## src/wmpc_pkg.sv

```systemverilog
package wmpc_pkg;

  // Fixed field widths of the two channels and the configuration port
  localparam int BYTE_W      = 8;
  localparam int OUT_SCORE_W = 32;
  localparam int CFG_DATA_W  = 64;
  localparam int CFG_INDEX_W = 3;
  localparam int LEN_NIBBLE_W = 4;
  localparam int PATTERN_SLOTS = 4;

  // ASCII case folding bounds
  localparam logic [BYTE_W-1:0] CHAR_LOWER_A = 8'h61;
  localparam logic [BYTE_W-1:0] CHAR_LOWER_Z = 8'h7a;
  localparam logic [BYTE_W-1:0] CASE_OFFSET  = 8'h20;

  // Configuration register indexes
  typedef enum logic [CFG_INDEX_W-1:0] {
    CFG_PATTERN_A = 3'd0,
    CFG_PATTERN_B = 3'd1,
    CFG_PATTERN_C = 3'd2,
    CFG_PATTERN_D = 3'd3,
    CFG_LENGTHS   = 3'd4,
    CFG_NEGATIVE  = 3'd5
  } cfg_reg_t;

  // Input item
  typedef struct packed {
    logic [BYTE_W-1:0] data_byte;
    logic              last_byte;
  } in_t;

  // Result item
  typedef struct packed {
    logic signed [OUT_SCORE_W-1:0] score;
    logic                          saturated;
  } out_t;

  // Fold 'a'..'z' onto 'A'..'Z', pass every other byte unchanged
  function automatic logic [BYTE_W-1:0] to_upper(input logic [BYTE_W-1:0] c);
    logic [BYTE_W-1:0] r;
    r = c;
    if (c >= CHAR_LOWER_A && c <= CHAR_LOWER_Z) begin
      r = c - CASE_OFFSET;
    end
    return r;
  endfunction

endpackage

```

## src/weighted_multi_pattern_counter_top.sv

```systemverilog
// Channel  | Ports                          | Direction | Moves
// ---------+--------------------------------+-----------+-----------------------------
// input    | in_valid, in_stall, in_data    | in        | one file byte per transfer
// result   | out_valid, out_stall, out_data | out       | score of a file on its last byte
// config   | cfg_wr_en, cfg_index, cfg_wdata| in        | one register write per cycle
//
// One byte per cycle unless a stalled result holds a closing byte. A byte reaches the
// scoring stage in the cycle after transfer; out_data is loaded in the cycle after that.
// The score, fill count and byte window are registered and fed back in the scoring stage.
// rst_n is synchronous, active low; it resets all but the byte, window and result data.
// A stalled result holds the scoring stage only when the byte waiting there closes a file.
module weighted_multi_pattern_counter_top
  import wmpc_pkg::*;
#(
  parameter int NUM_PATTERNS = 4,
  parameter int MAX_LEN      = 8,
  parameter int SCORE_WIDTH  = 32
) (
  input  logic                   clk,
  input  logic                   rst_n,
  input  logic                   in_valid,
  output logic                   in_stall,
  input  in_t                    in_data,
  output logic                   out_valid,
  input  logic                   out_stall,
  output out_t                   out_data,
  input  logic                   cfg_wr_en,
  input  logic [CFG_INDEX_W-1:0] cfg_index,
  input  logic [CFG_DATA_W-1:0]  cfg_wdata
);

  localparam int WIN_D = (MAX_LEN > 1) ? MAX_LEN - 1 : 1;
  localparam int FW    = (MAX_LEN > 1) ? $clog2(MAX_LEN) : 1;
  localparam int LW    = $clog2(MAX_LEN + 1);

  // Configuration
  logic [NUM_PATTERNS-1:0][MAX_LEN-1:0][BYTE_W-1:0] pat_r, pat_nxt;
  logic [NUM_PATTERNS-1:0][LW-1:0]                  len_r, len_nxt;
  logic [NUM_PATTERNS-1:0]                          neg_r, neg_nxt;

  // Input register
  logic              s_valid_r, s_valid_nxt;
  logic [BYTE_W-1:0] s_byte_r, s_byte_nxt;
  logic              s_last_r, s_last_nxt;

  // Per-file state
  logic [WIN_D-1:0][BYTE_W-1:0] win_r, win_nxt;
  logic [FW-1:0]                fill_r, fill_nxt;
  logic signed [SCORE_WIDTH-1:0] score_r, score_nxt;
  logic                         clip_r, clip_nxt;

  // Result register
  logic out_valid_r, out_valid_nxt;
  out_t out_data_r, out_data_nxt;

  logic                          out_free;
  logic                          s_adv;
  logic                          in_fire;
  logic [NUM_PATTERNS-1:0]       hits;
  logic signed [SCORE_WIDTH-1:0] score_new;
  logic                          clip_new;
  logic [LEN_NIBBLE_W-1:0]       nib;

  // Handshake
  assign out_free = !out_valid_r || !out_stall;
  assign s_adv    = s_valid_r && (!s_last_r || out_free);
  assign in_stall = s_valid_r && !s_adv;
  assign in_fire  = in_valid && !in_stall;

  assign out_valid = out_valid_r;
  assign out_data  = out_data_r;

  wmpc_match #(
    .NUM_PATTERNS (NUM_PATTERNS),
    .MAX_LEN      (MAX_LEN)
  ) u_match (
    .cur_byte (s_byte_r),
    .window   (win_r),
    .fill     (fill_r),
    .patterns (pat_r),
    .lengths  (len_r),
    .hits     (hits)
  );

  wmpc_score #(
    .NUM_PATTERNS (NUM_PATTERNS),
    .SCORE_WIDTH  (SCORE_WIDTH)
  ) u_score (
    .score_i  (score_r),
    .hits     (hits),
    .negative (neg_r),
    .score_o  (score_new),
    .clip_o   (clip_new)
  );

  // Register writes: fold pattern case and clamp lengths on the way in
  always_comb begin
    pat_nxt = pat_r;
    len_nxt = len_r;
    neg_nxt = neg_r;
    nib     = '0;
    if (cfg_wr_en) begin
      for (int p = 0; p < NUM_PATTERNS; p++) begin
        if (cfg_index == CFG_INDEX_W'(CFG_PATTERN_A) + CFG_INDEX_W'(p)) begin
          for (int k = 0; k < MAX_LEN; k++) begin
            pat_nxt[p][k] = to_upper(cfg_wdata[BYTE_W*k +: BYTE_W]);
          end
        end
      end
      case (cfg_index)
        CFG_LENGTHS: begin
          for (int p = 0; p < NUM_PATTERNS; p++) begin
            nib = cfg_wdata[LEN_NIBBLE_W*p +: LEN_NIBBLE_W];
            if (nib > LEN_NIBBLE_W'(MAX_LEN)) begin
              len_nxt[p] = LW'(MAX_LEN);
            end else begin
              len_nxt[p] = LW'(nib);
            end
          end
        end
        CFG_NEGATIVE: begin
          neg_nxt = cfg_wdata[NUM_PATTERNS-1:0];
        end
        default: begin
        end
      endcase
    end
  end

  // Capture the next byte, already case-folded
  always_comb begin
    s_valid_nxt = s_valid_r;
    s_byte_nxt  = s_byte_r;
    s_last_nxt  = s_last_r;
    if (in_fire) begin
      s_valid_nxt = 1'b1;
      s_byte_nxt  = to_upper(in_data.data_byte);
      s_last_nxt  = in_data.last_byte;
    end else if (s_adv) begin
      s_valid_nxt = 1'b0;
    end
  end

  // Score the staged byte; close the file on its last byte
  always_comb begin
    win_nxt       = win_r;
    fill_nxt      = fill_r;
    score_nxt     = score_r;
    clip_nxt      = clip_r;
    out_valid_nxt = out_valid_r && out_stall;
    out_data_nxt  = out_data_r;
    if (s_adv) begin
      if (s_last_r) begin
        out_valid_nxt          = 1'b1;
        out_data_nxt.score     = OUT_SCORE_W'(score_new);
        out_data_nxt.saturated = clip_r || clip_new;
        fill_nxt               = '0;
        score_nxt              = '0;
        clip_nxt               = 1'b0;
      end else begin
        score_nxt = score_new;
        clip_nxt  = clip_r || clip_new;
        win_nxt[0] = s_byte_r;
        for (int i = 1; i < WIN_D; i++) begin
          win_nxt[i] = win_r[i-1];
        end
        if (fill_r < FW'(MAX_LEN - 1)) begin
          fill_nxt = fill_r + FW'(1);
        end
      end
    end
  end

  // Control and configuration registers
  always_ff @(posedge clk) begin
    if (!rst_n) begin
      pat_r       <= '0;
      len_r       <= '0;
      neg_r       <= '0;
      s_valid_r   <= 1'b0;
      fill_r      <= '0;
      score_r     <= '0;
      clip_r      <= 1'b0;
      out_valid_r <= 1'b0;
    end else begin
      pat_r       <= pat_nxt;
      len_r       <= len_nxt;
      neg_r       <= neg_nxt;
      s_valid_r   <= s_valid_nxt;
      fill_r      <= fill_nxt;
      score_r     <= score_nxt;
      clip_r      <= clip_nxt;
      out_valid_r <= out_valid_nxt;
    end
  end

  // Payload registers
  always_ff @(posedge clk) begin
    s_byte_r   <= s_byte_nxt;
    s_last_r   <= s_last_nxt;
    win_r      <= win_nxt;
    out_data_r <= out_data_nxt;
  end

endmodule

```

## src/wmpc_match.sv

```systemverilog
module wmpc_match
  import wmpc_pkg::*;
#(
  parameter int NUM_PATTERNS = 4,
  parameter int MAX_LEN      = 8
) (
  input  logic [BYTE_W-1:0]                                cur_byte,
  input  logic [((MAX_LEN > 1) ? MAX_LEN-1 : 1)-1:0][BYTE_W-1:0] window,
  input  logic [((MAX_LEN > 1) ? $clog2(MAX_LEN) : 1)-1:0]  fill,
  input  logic [NUM_PATTERNS-1:0][MAX_LEN-1:0][BYTE_W-1:0] patterns,
  input  logic [NUM_PATTERNS-1:0][$clog2(MAX_LEN+1)-1:0]   lengths,
  output logic [NUM_PATTERNS-1:0]                          hits
);

  localparam int LW = $clog2(MAX_LEN + 1);

  logic [MAX_LEN-1:0][BYTE_W-1:0] hist;
  logic [LW-1:0]                  avail;

  // Line up the current byte and the bytes before it, newest first
  always_comb begin
    hist[0] = cur_byte;
    for (int b = 1; b < MAX_LEN; b++) begin
      hist[b] = window[b-1];
    end
  end

  // Bytes of the current file that a match may span
  assign avail = LW'(fill) + LW'(1);

  // Compare every pattern at every length, then pick the configured one
  always_comb begin
    logic m;
    for (int p = 0; p < NUM_PATTERNS; p++) begin
      hits[p] = 1'b0;
      for (int l = 1; l <= MAX_LEN; l++) begin
        m = 1'b1;
        for (int k = 0; k < l; k++) begin
          if (patterns[p][k] != hist[l-1-k]) begin
            m = 1'b0;
          end
        end
        if (lengths[p] == LW'(l) && avail >= LW'(l) && m) begin
          hits[p] = 1'b1;
        end
      end
    end
  end

endmodule

```

## src/wmpc_score.sv

```systemverilog
module wmpc_score
  import wmpc_pkg::*;
#(
  parameter int NUM_PATTERNS = 4,
  parameter int SCORE_WIDTH  = 32
) (
  input  logic signed [SCORE_WIDTH-1:0] score_i,
  input  logic [NUM_PATTERNS-1:0]       hits,
  input  logic [NUM_PATTERNS-1:0]       negative,
  output logic signed [SCORE_WIDTH-1:0] score_o,
  output logic                          clip_o
);

  localparam int SW = SCORE_WIDTH;
  localparam int HW = $clog2(2 * NUM_PATTERNS);
  localparam logic signed [SW-1:0] SC_MAX  = {1'b0, {(SW-1){1'b1}}};
  localparam logic signed [SW-1:0] SC_MIN  = {1'b1, {(SW-1){1'b0}}};
  localparam logic signed [SW-1:0] NEAR_HI = SC_MAX - SW'(NUM_PATTERNS);
  localparam logic signed [SW-1:0] NEAR_LO = SC_MIN + SW'(NUM_PATTERNS);

  logic              near_hi;
  logic              near_lo;
  logic [HW-1:0]     head;
  logic [HW-1:0]     foot;
  logic signed [HW:0] delta;
  logic              clip_hi;
  logic              clip_lo;

  // Within NUM_PATTERNS of a limit the steps can clip; elsewhere they just add
  assign near_hi = score_i > NEAR_HI;
  assign near_lo = score_i < NEAR_LO;

  // Walk the hits in pattern order on small distances to each limit
  always_comb begin
    head    = HW'(SC_MAX - score_i);
    foot    = HW'(score_i - SC_MIN);
    delta   = '0;
    clip_hi = 1'b0;
    clip_lo = 1'b0;
    for (int p = 0; p < NUM_PATTERNS; p++) begin
      if (hits[p]) begin
        if (negative[p]) begin
          delta = delta - (HW+1)'(1);
          head  = head + HW'(1);
          if (foot == '0) begin
            clip_lo = 1'b1;
          end else begin
            foot = foot - HW'(1);
          end
        end else begin
          delta = delta + (HW+1)'(1);
          foot  = foot + HW'(1);
          if (head == '0) begin
            clip_hi = 1'b1;
          end else begin
            head = head - HW'(1);
          end
        end
      end
    end
  end

  // Select the new score from the region the old one sat in
  always_comb begin
    if (near_hi) begin
      score_o = SC_MAX - SW'(head);
      clip_o  = clip_hi;
    end else if (near_lo) begin
      score_o = SC_MIN + SW'(foot);
      clip_o  = clip_lo;
    end else begin
      score_o = score_i + SW'(delta);
      clip_o  = 1'b0;
    end
  end

endmodule

```

## config.mk

```make
export PLATFORM = sky130hd
export DESIGN_NAME = weighted_multi_pattern_counter_top
export DESIGN_NICKNAME = d
export VERILOG_FILES = /design/src/wmpc_pkg.sv /design/src/weighted_multi_pattern_counter_top.sv /design/src/wmpc_match.sv /design/src/wmpc_score.sv
export SDC_FILE = /design/constraint.sdc
export NUM_CORES = 2
export LEC_CHECK = 0
export BUFFER_PORTS_ARGS = -buffer_cell sky130_fd_sc_hd__buf_4
export CAP_MARGIN = 20
export CORE_MARGIN = 3
export CORE_UTILIZATION = 50
export DETAILED_ROUTE_END_ITERATION = 10
export PLACE_DENSITY_LB_ADDON = 0.12
export SLEW_MARGIN = 20
export SYNTH_ARGS = -nofsm -noshare
export SYNTH_HDL_FRONTEND = slang
export SYNTH_SLANG_ARGS = --single-unit
```

## constraint.sdc

```tcl
create_clock -name clk -period 27.6 [get_ports clk]
set_clock_uncertainty 0.2 [all_clocks]
set_input_delay 1.38 -clock clk [delete_from_list [all_inputs] [get_ports clk]]
set_output_delay 1.38 -clock clk [all_outputs]
set_load 0.02 [all_outputs]
```

==> out/qor.csv <==
metric,value,unit
drt-vias-per-instance,7.07,
crit_start,s_byte_r[2],
gp_congestion,1.10,
dp_hpwl,141,mm
worstReg2RegStart,s_byte_r[2],
path_max_fanout,25,
vias,39644,
yosysUniqueCellTypes,103,
fin_crit_sh,0.375,
antenna_found_initial,15,
critPathArrivalTime,10.68,ns
synth_compound_area_frac,0.112,
nNetsFinal,4755,
path_class,reg -> reg,
syn-num-nets,4903,
final_layout_size_suffix_gt1_frac,0.0857,
insertion_delay,0.65,ns
power.density,40.8,nW/µm²
synth-async-reset-ratio,0,
yosysSeqAreaShare,0.245,
routedWlPerCell,36.6,µm
cts_tree,built,
max-vdd-ir-drop,0.0418,mV
yosys.area.top_type_share,0.167,
synth_ff_type,dfxtp_1,
start_util,0.510,
dieHeight,280,µm
cts_buffers,48,
drv_slew,0,
drc,0,
syn_area_per_cell,7.94,µm²
drt-pass1-iter-count,9,
p_leak,14.7,nW
cts_resized,0,
grt_max_degree,118,
clk_path_buf_depth,3,
synthAdderAreaFrac,0.0277,
cts_setup_buffers,0,
worst-path-buf-inv,1,
drtIter0Drc,6273,
hold_class,reg -> reg,
synth_area_leader_cell,dfxtp_1,
synth_top_family_by_area,simple AND/OR/NAND/NOR gates,
cap_violations,0,
yosys.area_share.simple,0.282,
cts_hold_buf,0,
dieArea,78600,µm²
period_minus_slack,10.35,ns
slew_headroom,0.0995,
synthCells,4741,
tightest_slew,1.35,ns
cts_root_buf,clkbuf_16,
setup_viol,0,
drtAntennaViolNets,0,
wirelength,205,mm
synth_area_leaders,"dfxtp_1 (17%), xnor2_1 (16%), xor2_1 (9.6%)",
slowest_stage,edfxtp_1,
die_x,280,µm
endpoint_kind,flip-flop,
finalSetupTns,0,ns
slowest_delay,0.94,ns
hold_start,win_r[10],
cpMostUsedCell,a31oi_1,
synth_edf_count,98,
critPathRequiredTime,27.93,ns
grt_pass1_wl,283,mm
worstSetupStartpointType,flip-flop,
path_clk_slew,0.06,ns
synth_xor_area_frac,0.259,
syn-cell-area,37700,µm²
rsz0062_at_grt,false,
grt_pass1_vias,36816,
reg2reg_setup_slack,17.25,ns
grtUsageTotal,0.507,
port_buffers,115,
ios,116,
rows,99,
fmax,0.0967,GHz
synth.mux.area_fraction,0.00927,
overflow,0,
ys_warn_count,0,
p_total,0.00165,W
area_growth,7.46,%
core-area,73800,µm²
htree_levels,2,
clock_sinks,412,
cp_top_family,compound AO/OA/AOI/OAI gates,
synth_seq_cells,412,
status,"complete, no violations",
finalHoldViolCount,0,
[metrics by stage]
| step | worst slack, ns | hold WS, ns | area, µm² | std cells | util |
|---|---|---|---|---|---|
| 3_3_place_gp | 17.16 | 0.231 | 38600 | 5501 | 0.523 |
| 2_1_floorplan | 18.23 | 0.221 | 37700 | 4741 | - |
| 4_1_cts | 16.98 | 0.253 | 40400 | 5591 | 0.547 |
| 3_5_place_dp | 17.01 | 0.252 | 38600 | 5501 | 0.523 |
| 5_1_grt | 16.86 | 0.267 | 40400 | 5592 | 0.548 |
| 6_report | 17.25 | 0.257 | 40500 | 5605 | 0.548 |
[state kept, by name (all words and copies together) (netlist names)]
signal and count:
neg_r 4, score_r 32, s_valid_r 1, pat_r 256, out_valid 1, out_data 33, s_last_r 1, s_byte_r 8
win_r 56, len_r 16, clip_r 1, fill_r 3
[path summary, 6_finish.rpt]
path                               endpoint  cells after the start
worst max-delay path            score_r[30]                     33
worst min-delay path              win_r[18]                      0
worst max register to register  score_r[30]                     33
worst min register to register    win_r[18]                      0
[placed cells by master, fill, tap and decap left out, drive strengths merged, types with 43 or more instances in the layout]
| master | n |
|---|---|
| xnor2 | 695 |
| nand2 | 694 |
| xor2 | 411 |
| dfxtp | 314 |
| nand4 | 291 |
| buf | 234 |
| nor4 | 233 |
| a21boi | 207 |
| nor2 | 128 |
| inv | 109 |
| nor2b | 103 |
| nand2b | 100 |
| edfxtp | 98 |
| nand3 | 93 |
| o21ai | 90 |
| nor3 | 86 |
| ha | 77 |
| a21oi | 74 |
| clkbuf | 66 |
| and2 | 44 |
| or4 | 43 |
[cell type report]
type                    count  area, µm²
inverters                 101        380
clock buffers              65       1450
diodes                     13       32.5
multi-input cells        3795      26100
well taps                 959       1200
fillers                  7096      33400
repair buffers            235       1790
clock inverters            25        287
flip-flops and latches    412       9230
[report_power, final]
part | switching [W] | internal (W) | total (W) | leakage, nW
Sequential | 0.0000421 | 0.000630 | 0.000672 | 3.44
Clock | 0.000301 | 0.000411 | 0.000712 | 0.861
Combinational | 0.000181 | 0.0000880 | 0.000269 | 10.4
[cells in the mapped netlist, types with 18 or more instances]
master and instances:
nor3_1 85, clkbuf_1 206, inv_1 101, xnor2_1 691
nand2_1 692, ha_1 77, edfxtp_1 98, a31oi_1 18
nor2b_1 103, nand2b_1 100, or4_1 43, a21oi_1 72
dfxtp_1 314, a21boi_0 206, nor2_1 128, and2_1 44
o21ai_0 83, nor4_1 231, buf_1 58, buf_2 105
nand4b_1 30, buf_4 49, nand3_1 93, nand4_1 291
o22ai_1 19, a21o_1 21, xor2_1 411, o211a_1 37
nor4b_1 32
[routing by layer]
layer / up-vias / share of wire / global-route usage
met5: - / 0.00015 / 0
met4: 4 / 0.10 / 0.397
met3: 1237 / 0.16 / 0.225
met2: 3492 / 0.37 / 0.674
met1: 18663 / 0.37 / 0.632
li1: 16248 / - / -
[worst register-to-register path, delay by kind of cell, from the launching register on]
kind                       cells  cell delay, ns
AOI/OAI and AO/OA             15            3.44
muxes                          2            0.59
adders and majority gates      4            1.55
DFF                            1            0.94
xor gates and xnor gates       4            0.90
and+or+nand+nor                7            1.86
buffers and inverters          1            0.74
[kinds of logic (layout without fill, tap and decap cells)]
group	count (synthesis)	count (layout)
AO/OA/AOI/OAI	586	586
AND/OR/NAND/NOR	1991	1991
multiplexers	30	30
buffers and inverters	534	426
flip-flops	412	412
XOR/XNOR	1107	1107
adder cells (fa/ha/maj)	81	81
other	0	13
No activity file was read; power rests on OpenSTA's default activity.
